--- config.mk ---
export PLATFORM = sky130hd
export DESIGN_NAME = uhs_cordic
export DESIGN_NICKNAME = d
export VERILOG_FILES = /design/src/design/uhs_pkg.sv /design/src/design/uhs_cordic.sv
export SDC_FILE = /design/constraint.sdc
export NUM_CORES = 2
export LEC_CHECK = 0
export BUFFER_PORTS_ARGS = -buffer_cell sky130_fd_sc_hd__buf_2
export CAP_MARGIN = 20
export CORE_ASPECT_RATIO = 0.5
export CORE_MARGIN = 10
export CORE_UTILIZATION = 45
export CTS_CLUSTER_SIZE = 20
export DETAILED_ROUTE_END_ITERATION = 10
export PLACE_DENSITY_LB_ADDON = 0.2
export SLEW_MARGIN = 20
export SYNTH_ARGS = -nofsm -noshare
export SYNTH_HDL_FRONTEND = slang
export SYNTH_SLANG_ARGS = --single-unit
--- constraint.sdc ---
create_clock -name aclk -period 6.2 [get_ports aclk]
set_input_delay 0.62 -clock aclk [delete_from_list [all_inputs] [get_ports aclk]]
set_output_delay 0.62 -clock aclk [all_outputs]
set_load 0.01 [all_outputs]
--- src/design/uhs_pkg.sv ---
package uhs_pkg;

    localparam int FRAC_BITS_DEF    = 16;
    localparam int CORDIC_STEPS_DEF = 16;
    localparam int SAMPLE_W         = 16;
    localparam int SQRT_W           = 17;
    localparam int RAD_W            = 34;
    localparam logic [31:0] GAIN_Q32 = 32'h9B74EDA8;

    typedef struct packed {
        logic [15:0] cos_sample;
        logic [15:0] azimuth_sample;
    } uhs_in_t;

    typedef struct packed {
        logic signed [15:0] dir_x;
        logic [15:0]        dir_y;
        logic signed [15:0] dir_z;
    } uhs_out_t;

    function automatic logic [31:0] atan_turn(input int idx);
        logic [31:0] r;
        begin
            case (idx)
                0:  r = 32'h20000000;
                1:  r = 32'h12E4051E;
                2:  r = 32'h09FB385B;
                3:  r = 32'h051111D4;
                4:  r = 32'h028B0D43;
                5:  r = 32'h0145D7E1;
                6:  r = 32'h00A2F61E;
                7:  r = 32'h00517C55;
                8:  r = 32'h0028BE53;
                9:  r = 32'h00145F2F;
                10: r = 32'h000A2F98;
                11: r = 32'h000517CC;
                12: r = 32'h00028BE6;
                13: r = 32'h000145F3;
                14: r = 32'h0000A2F9;
                15: r = 32'h0000517C;
                16: r = 32'h000028BE;
                17: r = 32'h0000145F;
                18: r = 32'h00000A2F;
                19: r = 32'h00000517;
                20: r = 32'h0000028B;
                21: r = 32'h00000145;
                22: r = 32'h000000A2;
                23: r = 32'h00000051;
                24: r = 32'h00000028;
                25: r = 32'h00000014;
                26: r = 32'h0000000A;
                27: r = 32'h00000005;
                28: r = 32'h00000002;
                29: r = 32'h00000001;
                default: r = 32'h00000000;
            endcase
            return r;
        end
    endfunction

endpackage

--- src/design/uhs_cordic.sv ---
// Rotation-mode CORDIC, one micro-rotation per register stage.
module uhs_cordic #(
    parameter int FRAC_BITS    = uhs_pkg::FRAC_BITS_DEF,
    parameter int CORDIC_STEPS = uhs_pkg::CORDIC_STEPS_DEF,
    parameter int SIDE_W       = 16
) (
    input  logic                     aclk,
    input  logic                     adv,
    input  logic signed [FRAC_BITS+2:0] x_in,
    input  logic signed [32:0]       z_in,
    input  logic [SIDE_W-1:0]        side_in,
    output logic signed [FRAC_BITS+2:0] x_out,
    output logic signed [FRAC_BITS+2:0] y_out,
    output logic [SIDE_W-1:0]        side_out
);
    import uhs_pkg::*;

    localparam int VW = FRAC_BITS + 3;
    localparam int N  = CORDIC_STEPS;

    logic signed [VW-1:0] x_reg [N+1];
    logic signed [VW-1:0] y_reg [N+1];
    logic signed [32:0]   z_reg [N+1];
    logic [SIDE_W-1:0]    s_reg [N+1];

    always_comb begin
        x_reg[0] = x_in;
        y_reg[0] = '0;
        z_reg[0] = z_in;
        s_reg[0] = side_in;
    end

    for (genvar i = 0; i < N; i++) begin : g_rot
        localparam int SH = (i < VW) ? i : VW - 1;
        localparam logic signed [32:0] ANG = $signed({1'b0, atan_turn(i)});
        logic signed [VW-1:0] dx, dy;
        always_comb begin
            dx = y_reg[i] >>> SH;
            dy = x_reg[i] >>> SH;
        end
        always_ff @(posedge aclk) begin
            if (adv) begin
                s_reg[i+1] <= s_reg[i];
                if (!z_reg[i][32]) begin
                    x_reg[i+1] <= x_reg[i] - dx;
                    y_reg[i+1] <= y_reg[i] + dy;
                    z_reg[i+1] <= z_reg[i] - ANG;
                end else begin
                    x_reg[i+1] <= x_reg[i] + dx;
                    y_reg[i+1] <= y_reg[i] - dy;
                    z_reg[i+1] <= z_reg[i] + ANG;
                end
            end
        end
    end

    assign x_out    = x_reg[N];
    assign y_out    = y_reg[N];
    assign side_out = s_reg[N];

endmodule

==> flow_summary.yaml <==
timing:
  maxSlewHeadroom: 0.332
  worstMarginPinSlew_ns: 0.993
  hold_violations: 0
  finalSetupViolCount: 0
  finalSetupTns_ns: 0
  fmax_mhz: 221
  period_needed_ns: 4.52
  hold_slack_ns: 0.0777
  fin_skew_ns: 0.0450
  rsz0062_at_grt: "false"
  fin_crit_sh: 0.728
  finalMaxSlewViolations: 0
die:
  start_util: 0.454
  pin_count: 124
  die_area_um2: 221000
  die_height_um: 338
  die_x_um: 655
  core_um2: 200000
  num_rows: 116
synth:
  yosysSeqAreaShare: 0.438
  synth_top_family_by_area: "compound AO/OA/AOI/OAI gates"
  synth_edf_count: 1326
  synth.area.mux_share: 0.00766
  synthesis.area_um2: 90800
  yosysWarningCount: 0
  synth_xor_area_frac: 0.106
  synth.net_count: 9683
  avgSynthCellArea_um2: 10.7
  synth_ff_type: "edfxtp_1"
  synth_cell_types: 82
  synthCells: 8526
  yosys.area_share.simple: 0.104
  ys_async_sr_fraction: 0
  synth_compound_area_frac: 0.164
  synth_adder_area_share: 0.153
  ys_ff_latch: 1326
clocking:
  cts_resized: 0
  clock_latency_ns: 0.80
  cts_root_buf: "clkbuf_16"
  path_clk_slew_ns: 0.06
  cts_tree: "done"
  htree_levels: 4
  cts_buffers: 145
  clock_path_buffers: 4
  cts_num_sinks: 1326
cells_and_area:
  antenna_cells: 0
  nFillCells: 18100
  syn2layout_area_growth_pct: 9.71
  multi_input_area_um2: 48600
  stdcell_area_um2: 99700
  drive_gt1_frac: 0.0487
  final-seq-area_um2: 39800
  largest_reg_flops: 463
  nets: 9918
  final_core_util: 0.498
setup_path:
  path_delay_family: "simple AND/OR/NAND/NOR gates"
  critPathMaxFanout: 17
  startpoint: "z_reg[428]"
  slowest_stage: "clkinv_1"
  critPathKind: "reg -> reg"
  cp_common_cell: "a21oi_1"
  crit_arrival_ns: 5.04
  path_cells: "clkinv_1 -> ha_1 -> nor2b_1 -> o21ai_1 -> a21oi_1 -> o211ai_1 -> a21bo_1 -> a21oi_1 -> nor4b_1 -> a2111oi_0 -> or3_1"
  r2r_start: "z_reg[428]"
  startpoint_type: "flip-flop"
  worstPathRequired_ns: 6.73
  path_buf_inv: 1
  slowest_delay_ns: 0.71
  end_kind: "flip-flop"
detailed_routing:
  routed_wl_um: 174000
  postRouteAntennaNets: 0
  via_count: 60800
  wl_per_cell_um: 15.1
  drt_iter0_markers: 2976
  avgViaCountPerCell: 5.28
  dr.pass1.iters: 5
  drc: 0
global_routing:
  gr-usage-met3: 0.0235
  grt_pass1_wl_um: 290000
  grt_pass1_vias: 58700
  busiest_layer: "met2"
  met1_usage: 0.201
  grt_usage: 0.153
  grt_start_max_net_pins: 145
  overflow: 0
  use_met2: 0.265
  antenna_found_initial: 0
placed_design:
  portBuffers: 123
  hpwl_um: 132000
  dpl_cell_area_um2: 94500
  gp_congestion: 0.888
hold_path:
  min_from: "x_in[4]"
  holdCritPathClass: "in -> reg"
job:
  maxCapViolCount: 0
status:
  status: "completed"
cells by family (layout without fill, tap and decap cells):
group	Yosys count	in the layout
compound gates	2362	2362
simple gates	1995	1995
flops	1326	1326
xor+xnor	1096	1096
fa+ha+maj	1087	1087
buf+inv	593	932
mux	67	67
final timing paths:
kind	endpoint	slack (ns)	depth (start not counted)
min reg2reg	s_reg[234]	0.39	0
min	g_rot[1].dy[3]	0.08	1
max reg2reg	z_reg[391]	1.68	11
max	z_reg[391]	1.68	11
synthesized netlist by cell type, types with 47 or more instances:
library cell / count / area [um2]
edfxtp_1: 1326 / 39800
ha_1: 1043 / 13100
a21oi_1: 806 / 4030
xnor2_1: 754 / 6600
nor2_1: 652 / 2450
inv_1: 452 / 1700
nand2_1: 425 / 1600
a21o_1: 364 / 2730
xor2_1: 342 / 3000
o21ai_0: 329 / 1650
nor3_1: 237 / 1190
nand3_1: 156 / 781
o21ai_1: 121 / 606
o21bai_1: 118 / 886
nand2b_1: 108 / 676
o21a_1: 95 / 713
a31oi_1: 92 / 576
nor2b_1: 92 / 576
and3_1: 77 / 482
clkbuf_1: 71 / 267
a211oi_1: 66 / 495
buf_4: 54 / 405
or3_1: 52 / 325
mux2i_1: 47 / 470
o31ai_1: 47 / 353
placed cells by master, fill, tap and decap left out, types with 24 or more instances in the layout:
cell type      instances
and2_1                35
xnor2_1              754
o21bai_1             118
nand3_1              156
fa_1                  44
a21oi_1              806
o211ai_1              39
or3_1                 52
o21ai_1              121
nand4_1               38
nand2_1              425
a211oi_1              66
nand2b_1             108
o31ai_1               47
and3_1                77
o21ai_0              329
edfxtp_1            1326
dlygate4sd3_1         59
nor2_1               652
mux2i_1               47
clkinv_2              24
a31oi_1               92
nor4_1                28
clkbuf_16            149
clkinv_1              38
buf_2                122
nor3_1               237
o21a_1                95
xor2_1               342
a21o_1               364
nor2b_1               92
inv_1                452
buf_4                 36
ha_1                1043
routing by layer:
metal / up-vias / wire [um]
met5: - / 0
met4: 0 / 4300
met3: 267 / 5660
met2: 738 / 81100
met1: 27700 / 82600
li1: 32100 / -
stage by stage:
stage	cells	worst slack (ns)
floorplan	8526	1.71
global placement	11200	1.77
detailed placement	11200	1.72
CTS	11500	1.70
global route	11500	1.30
finish	11500	1.68
repair_timing:
action | in CTS | in global routing
setup buffers | 0 | 0
endpoints found under the hold margin | 59 | 0
hold buffers | 59 | 0
final cells by class:
cell class | count | share of cell area
clock buffers | 169 | 0.0382
clock inverters | 82 | 0.00781
inverters | 456 | 0.0172
multi-input cells | 6607 | 0.488
flip-flops and latches | 1326 | 0.400
well taps | 2655 | 0.0333
repair buffers | 225 | 0.0164
Power is not shown: default switching activity piles up to over one toggle a cycle in this logic, so the estimate is an artifact.
