File: config.mk
export PLATFORM = sky130hd
export DESIGN_NAME = uhs_sqrt
export DESIGN_NICKNAME = d
export VERILOG_FILES = /design/src/design/uhs_pkg.sv /design/src/design/uhs_sqrt.sv
export SDC_FILE = /design/constraint.sdc
export NUM_CORES = 1
export LEC_CHECK = 0
export BUFFER_PORTS_ARGS = -buffer_cell sky130_fd_sc_hd__buf_2
export CAP_MARGIN = 10
export CORE_MARGIN = 1.5
export CORE_UTILIZATION = 42
export DETAILED_ROUTE_END_ITERATION = 10
export PLACE_DENSITY = 0.66
export SLEW_MARGIN = 15
export SYNTH_ARGS = -nofsm -noshare
export SYNTH_HDL_FRONTEND = slang
export SYNTH_SLANG_ARGS = --single-unit
File: constraint.sdc
create_clock -name aclk -period 3.3 [get_ports aclk]
set_input_delay 0.99 -clock aclk [delete_from_list [all_inputs] [get_ports aclk]]
set_output_delay 0.99 -clock aclk [all_outputs]
set_load 0.05 [all_outputs]
File: src/design/uhs_pkg.sv
package uhs_pkg;

    localparam int FRAC_BITS_DEF    = 16;
    localparam int CORDIC_STEPS_DEF = 16;
    localparam int SAMPLE_W         = 16;
    localparam int SQRT_W           = 17;
    localparam int RAD_W            = 34;
    localparam logic [31:0] GAIN_Q32 = 32'h9B74EDA8;

    typedef struct packed {
        logic [15:0] cos_sample;
        logic [15:0] azimuth_sample;
    } uhs_in_t;

    typedef struct packed {
        logic signed [15:0] dir_x;
        logic [15:0]        dir_y;
        logic signed [15:0] dir_z;
    } uhs_out_t;

    function automatic logic [31:0] atan_turn(input int idx);
        logic [31:0] r;
        begin
            case (idx)
                0:  r = 32'h20000000;
                1:  r = 32'h12E4051E;
                2:  r = 32'h09FB385B;
                3:  r = 32'h051111D4;
                4:  r = 32'h028B0D43;
                5:  r = 32'h0145D7E1;
                6:  r = 32'h00A2F61E;
                7:  r = 32'h00517C55;
                8:  r = 32'h0028BE53;
                9:  r = 32'h00145F2F;
                10: r = 32'h000A2F98;
                11: r = 32'h000517CC;
                12: r = 32'h00028BE6;
                13: r = 32'h000145F3;
                14: r = 32'h0000A2F9;
                15: r = 32'h0000517C;
                16: r = 32'h000028BE;
                17: r = 32'h0000145F;
                18: r = 32'h00000A2F;
                19: r = 32'h00000517;
                20: r = 32'h0000028B;
                21: r = 32'h00000145;
                22: r = 32'h000000A2;
                23: r = 32'h00000051;
                24: r = 32'h00000028;
                25: r = 32'h00000014;
                26: r = 32'h0000000A;
                27: r = 32'h00000005;
                28: r = 32'h00000002;
                29: r = 32'h00000001;
                default: r = 32'h00000000;
            endcase
            return r;
        end
    endfunction

endpackage

File: src/design/uhs_sqrt.sv
// Pipelined restoring square root: one result bit per stage, SQRT_W stages.
// Side data rides along with each stage; all stages advance on adv.
module uhs_sqrt #(
    parameter int SIDE_W = 32
) (
    input  logic                   aclk,
    input  logic                   adv,
    input  logic [uhs_pkg::RAD_W-1:0] radicand,
    input  logic [SIDE_W-1:0]      side_in,
    output logic [uhs_pkg::SQRT_W-1:0] root,
    output logic [SIDE_W-1:0]      side_out
);
    import uhs_pkg::*;

    localparam int N  = SQRT_W;
    localparam int RW = SQRT_W + 2;

    logic [RAD_W-1:0]  rad_reg  [N+1];
    logic [RW-1:0]     rem_reg  [N+1];
    logic [N-1:0]      q_reg    [N+1];
    logic [SIDE_W-1:0] side_reg [N+1];

    always_comb begin
        rad_reg[0]  = radicand;
        rem_reg[0]  = '0;
        q_reg[0]    = '0;
        side_reg[0] = side_in;
    end

    for (genvar k = 0; k < N; k++) begin : g_stage
        logic [RW-1:0] rem_next;
        logic [RW-1:0] trial;
        always_comb begin
            rem_next = {rem_reg[k][RW-3:0], rad_reg[k][RAD_W-1 -: 2]};
            trial    = {q_reg[k], 2'b01};
        end
        always_ff @(posedge aclk) begin
            if (adv) begin
                rad_reg[k+1]  <= {rad_reg[k][RAD_W-3:0], 2'b00};
                side_reg[k+1] <= side_reg[k];
                if (rem_next >= trial) begin
                    rem_reg[k+1] <= rem_next - trial;
                    q_reg[k+1]   <= {q_reg[k][N-2:0], 1'b1};
                end else begin
                    rem_reg[k+1] <= rem_next;
                    q_reg[k+1]   <= {q_reg[k][N-2:0], 1'b0};
                end
            end
        end
    end

    assign root     = q_reg[N];
    assign side_out = side_reg[N];

endmodule

==> results_dict.tcl, run 1 <==
set metrics [dict create \
    status "finished clean" \
    final_util 0.487 \
    core_sq_um 113000 \
    critPathCaptureType "flop" \
    final_hold_viol_count 0 \
    overflow 0 \
    grt_pass1_vias 24000 \
    place_hpwl_mm 47.1 \
    htreeDepth 4 \
    syn2layout_area_growth_pct 14.5 \
    finalMaxSlewViolations 0 \
    grt_pass1_wl_mm 117 \
    fin_crit_ps 2960 \
    max_stage_delay_ps 580 \
    slew-limit-headroom 0.521 \
    dieArea_sq_um 116000 \
    comb_power_share 0.113 \
    syn-cell-area_sq_um 48000 \
    tns_ps 0 \
    io_pins 117 \
    arrival_ps 3420 \
    cp_common_cell "nand4_1" \
    viasPerCell 4.95 \
    path_cells "ha_1 -> nand4_1 -> or4_1 -> o211ai_1 -> or4b_1 -> nand4_1 -> xnor2_1" \
    worstSetupStartpoint "g_stage[6].rem_next[5]" \
    netSwitchingFraction 0.234 \
    clock_skew_ps 22.6 \
    r2r-end "g_stage[7].rem_next[16]" \
    grt_max_degree 90 \
    max_cap_viol_count 0 \
    synth_edf_count 1216 \
    worstReg2RegStart "g_stage[6].rem_next[5]" \
    worst_pin_slew_ps 713 \
    largest_reg_flops 512 \
    antenna_found_initial 0 \
    synthArstFlopShare 0 \
    setup_violations 0 \
    vias 23700 \
    yosysWarnings 0 \
    regToRegSetupSlack_ps 340 \
    drive_gt1_frac 0.137 \
    synthFlopType "edfxtp_1" \
    yosysSeqAreaShare 0.761 \
    rsz0062_at_grt "false" \
    p_per_area_nw_per_um2 682 \
    crit_type "reg -> reg" \
    drc 0 \
    first_pass_iters 5 \
    switchingPower_uw 8770 \
    gp_congestion 0.858 \
    r2r_cells 7 \
    row_count 123 \
    critPathSlowestCell "or4b_1" \
    antenna_left 0 \
    fin_crit_sh 0.898 \
    drtIter0Drc 1326 \
    synthTopCellsByArea "edfxtp_1, ha_1, xnor2_1" \
    cts_setup_buffers 0 \
    timing.fmax_ghz 0.337 \
    power_leakage_uw 0.0203 \
    finalNetCount 3426 \
    cts_repair_resize_count 0 \
    seqPwrFrac 0.515 \
    pwr-share-clk 0.372 \
    hold_path_class "reg -> reg" \
    synth_seq_cells 1216 \
    cts_buffers 130 \
    avgSynthCellArea_sq_um 16.3 \
    finalWirelength_mm 71.6 \
    cts_buffer_depth 3 \
    cts_hold_buf 0 \
    synth_fp_nets 3175 \
    cts_tree "done" \
    intPower_uw 28700 \
    clock-root-buffer "clkbuf_16" \
    path_clk_slew_ps 60 \
    start_util 0.425 \
    yosysTopAreaCell "edfxtp_1" \
    routedWlPerCell_um 15.0 \
    cts.sinks 1216 \
    syn-instance-count 2939 \
    antennaDiodeCount 0 \
    die_x_um 341 \
    yosysTopAreaCellShare 0.761 \
    setup.worst_path.end "g_stage[7].rem_next[16]" \
    vdd_drop_max_mv 0.535 \
    total_power_uw 37400 \
    ys_types 86 \
    cp.required_ps 3760 \
    die_y_um 341 \
    track_usage 0.124 \
    cp-start-kind "flop" \
    io_buffers 116 \
    worstPathMaxFanout 20 \
    clock_insertion_delay_worst_skew_ps 720 \
    nFillCells 9358 \
]
[cells in the final DEF, fill, tap and decap left out, types with 32 or more instances in the layout]
master and count:
a21oi_1 152, buf_2 115, buf_4 55, clkbuf_16 132
edfxtp_1 1216, ha_1 168, inv_1 209, mux2_2 45
nand2_1 115, nand3_1 42, nor2_1 157, nor3_1 44
nor4_1 32, o21a_1 36, o21ai_0 110, xnor2_1 95
xor2_1 68
[cell families after synthesis]
| family | Yosys count | synth area share |
|---|---|---|
| adder cells (fa/ha/maj) | 168 | 0.0438 |
| flip-flops | 1216 | 0.761 |
| other | 1 | 0.0000782 |
| AO/OA/AOI/OAI | 474 | 0.0623 |
| buffers and inverters | 280 | 0.0259 |
| AND/OR/NAND/NOR | 576 | 0.0622 |
| XOR/XNOR | 163 | 0.0298 |
| multiplexers | 61 | 0.0146 |
[routing by layer]
metal	track usage	up-vias	wire [um]
li1	-	11700	-
met1	0.138	11400	29300
met2	0.221	411	36700
met3	0.0283	199	2660
met4	0.0644	0	2940
met5	0	-	0
[critical path: cells and delay by family, from the launching register on]
kind | cells | cell delay, ps
compound gates | 1 | 260
xor+xnor | 1 | 160
fa+ha+maj | 1 | 400
flops | 1 | 410
simple gates | 4 | 1470
[cell type report]
cell class                      instances  area [sq um]  share of cell area
Tap cell                             1500          1880              0.0342
Inverter                              210           788              0.0144
Sequential cell                      1216         36500               0.665
Clock buffer                          160          3410              0.0621
Timing Repair Buffer                  189          1360              0.0248
Multi-Input combinational cell       1443         10200               0.186
Clock inverter                         71           738              0.0134
[power by group through the flow]
stage               Clock (uW)  Combinational, uW  Sequential, uW
floorplan                    0               3050           19400
global placement             0               4160           19500
detailed placement           0               4220           19600
CTS                      14500               4250           19300
global route             15100               4730           19400
finish                   13900               4220           19300
[Yosys cell counts (5+ instances only)]
| library cell | instances |
|---|---|
| edfxtp_1 | 1216 |
| inv_1 | 209 |
| ha_1 | 168 |
| nor2_1 | 157 |
| a21oi_1 | 152 |
| nand2_1 | 115 |
| o21ai_0 | 110 |
| xnor2_1 | 95 |
| xor2_1 | 68 |
| mux2_2 | 45 |
| nor3_1 | 44 |
| nand3_1 | 42 |
| buf_4 | 38 |
| o21a_1 | 36 |
| nor4_1 | 32 |
| a21o_1 | 30 |
| nand4_1 | 25 |
| a31oi_1 | 23 |
| nand2b_1 | 20 |
| buf_2 | 18 |
| or3_1 | 18 |
| nor2b_1 | 17 |
| or4_1 | 17 |
| o31ai_1 | 16 |
| a211oi_1 | 15 |
| and2_1 | 15 |
| a21boi_0 | 12 |
| and3_1 | 12 |
| clkbuf_1 | 12 |
| or2_2 | 12 |
| nand3b_1 | 10 |
| mux2i_1 | 9 |
| a211o_1 | 8 |
| nor3b_1 | 8 |
| and4_1 | 7 |
| mux2_4 | 7 |
| nor4bb_1 | 6 |
| o21bai_1 | 6 |
| o211ai_1 | 5 |
| o22ai_1 | 5 |
| o31a_1 | 5 |
[worst min path at each step]
stage / from / slack, ps / endpoint / depth (start not counted)
floorplan: rad_reg[302] / 400 / g_stage[10].rem_next[0] / 0
global placement: side_reg[327] / 400 / side_reg[295] / 0
detailed placement: rad_reg[261] / 400 / rad_reg[229] / 0
CTS: side_in[16] / 360 / side_reg[528] / 1
global route: side_in[11] / 380 / side_reg[523] / 1
finish: side_reg[102] / 410 / side_reg[70] / 0
[metrics by stage]
step	hold slack, ps	cells	setup slack [ps]	cell area (sq um)
floorplan	400	2939	709	48000
global placement	400	4558	454	50800
detailed placement	405	4558	380	50800
CTS	357	4789	349	54900
global route	381	4789	114	54900
finish	406	4789	337	54900
(Power assumes the default switching activity.)
==> run 2: changes to the inputs <==
--- a/config.mk
+++ b/config.mk
@@ -11,6 +11,7 @@
 export CORE_UTILIZATION = 42
 export DETAILED_ROUTE_END_ITERATION = 10
 export PLACE_DENSITY = 0.66
+export REMOVE_ABC_BUFFERS = 1
 export SLEW_MARGIN = 15
 export SYNTH_ARGS = -nofsm -noshare
 export SYNTH_HDL_FRONTEND = slang
==> results_dict.tcl, run 2 (synthesis results as in run 1) <==
set metrics [dict create \
    status "finished clean" \
    path_cells "ha_1 -> nor2b_1 -> o31a_1 -> o311ai_1 -> a31oi_1 -> nor4b_1 -> mux2_2" \
    finalMaxSlewViolations 0 \
    fin_crit_ps 3030 \
    routedWlPerCell_um 14.9 \
    intPower_uw 28200 \
    path_clk_slew_ps 60 \
    hold_slack_ps 380 \
    worst_pin_slew_ps 864 \
    pwr-share-clk 0.362 \
    finalWirelength_mm 71.4 \
    final_hold_viol_count 0 \
    hold_path_class "reg -> reg" \
    place_ws_ps 337 \
    htreeDepth 3 \
    cts_tree "done" \
    finalNetCount 3426 \
    grt_max_degree 92 \
    antenna_found_initial 0 \
    dpl.cell_count 4568 \
    start_util 0.425 \
    largest_reg_flops 512 \
    grt_pass1_vias 23700 \
    die_y_um 341 \
    io_buffers 116 \
    cts_repair_resize_count 0 \
    critPathSlowestCell "o311ai_1" \
    track_usage 0.122 \
    final_common_cell "edfxtp_1" \
    slew-limit-headroom 0.423 \
    cts_setup_buffers 0 \
    clock_skew_ps 94.4 \
    crit_type "reg -> reg" \
    place_hpwl_mm 47.6 \
    antennaDiodeCount 0 \
    tns_ps 0 \
    cts_buffer_depth 3 \
    power_leakage_uw 0.0203 \
    dieArea_sq_um 116000 \
    worstPathMaxFanout 4 \
    drc 0 \
    viasPerCell 4.91 \
    overflow 0 \
    gp_congestion 0.888 \
    first_pass_iters 5 \
    cp.buffers_inverters 0 \
    fin_crit_sh 0.917 \
    cts_hold_buf 0 \
    cp-start-kind "flop" \
    cp.required_ps 3750 \
    critPathCaptureType "flop" \
    cts.sinks 1216 \
    seqPwrFrac 0.522 \
    rsz0062_at_grt "false" \
    row_count 123 \
    max_cap_viol_count 0 \
    drtIter0Drc 1163 \
    comb_power_share 0.116 \
    vias 23500 \
    clock_insertion_delay_worst_skew_ps 730 \
    final_cell_mix "edfxtp_1, inv_1, ha_1" \
    vdd_drop_max_mv 0.473 \
    die_x_um 341 \
    switchingPower_uw 8680 \
    core_sq_um 113000 \
    clock-root-buffer "clkbuf_16" \
    setup_violations 0 \
    multi_input_area_sq_um 10200 \
    drive_gt1_frac 0.138 \
    cts_buffers 120 \
    finalWorstSetupSlack_ps 274 \
    grt_pass1_wl_mm 116 \
    seq_area_sq_um 36500 \
    nFillCells 9376 \
    antenna_left 0 \
    io_pins 117 \
    finalNonFillerCells 4787 \
    netSwitchingFraction 0.235 \
    arrival_ps 3470 \
    cp_top_family "compound AO/OA/AOI/OAI gates" \
    syn2layout_area_growth_pct 14.3 \
    total_power_uw 36900 \
    max_stage_delay_ps 540 \
    timing.fmax_ghz 0.330 \
    p_per_area_nw_per_um2 672 \
]
-- run 2: cell count changes in the layout (fill, tap and decap cells not counted), sizes merged --
| cell | delta |
|---|---|
| clkbuf | -19 |
| inv | -4 |
| clkinv | +6 |
| bufinv | +3 |
| clkinvlp | +2 |
| buf | +10 |
-- run 2: through the flow --
| step | area, sq um | util |
|---|---|---|
| after CTS | 54800 | 0.486 |
| final | 54800 | 0.486 |
| after global placement | 50900 | 0.451 |
| after global routing | 54800 | 0.486 |
| after floorplan | 47500 | - |
| after detailed placement | 50900 | 0.451 |
-- run 2: layout make-up --
cell class	count	area share
sequential	1216	0.666
multi-input combinational	1443	0.186
clock buffer	141	0.0562
tap	1500	0.0342
timing repair buffer	199	0.0274
clock inverter	78	0.0153
inverter	210	0.0144
-- run 2: worst paths after layout --
path | from | endpoint | slack (ps) | depth (start not counted)
setup / recovery | g_stage[11].rem_next[2] | g_stage[12].rem_next[18] | 270 | 7
setup reg to reg | g_stage[11].rem_next[2] | g_stage[12].rem_next[18] | 270 | 7
hold / removal | rad_reg[455] | rad_reg[423] | 380 | 0
hold reg to reg | rad_reg[455] | rad_reg[423] | 380 | 0
-- run 2: worst register-to-register path, delay by kind of cell (launching register included) --
| family | cells | cell delay (ps) |
|---|---|---|
| multiplexers | 1 | 390 |
| flip-flops | 1 | 410 |
| AND/OR/NAND/NOR | 2 | 510 |
| adder cells (fa/ha/maj) | 1 | 360 |
| AO/OA/AOI/OAI | 3 | 1100 |
-- run 2: metal layers --
layer / vias up / GRT usage / part of all wire
met5: - / 0 / 0
met1: 11200 / 0.137 / 0.41
li1: 11700 / - / -
met4: 0 / 0.0607 / 0.040
met3: 193 / 0.0228 / 0.041
met2: 452 / 0.220 / 0.51
-- run 2: power by group through the flow --
stage               sequential [uW]  combinational, uW  clock, uW
floorplan                     19500               2900          0
global placement              19500               4190          0
detailed placement            19600               4260          0
CTS                           19300               4290      13800
global route                  19400               4760      14400
finish                        19300               4270      13300
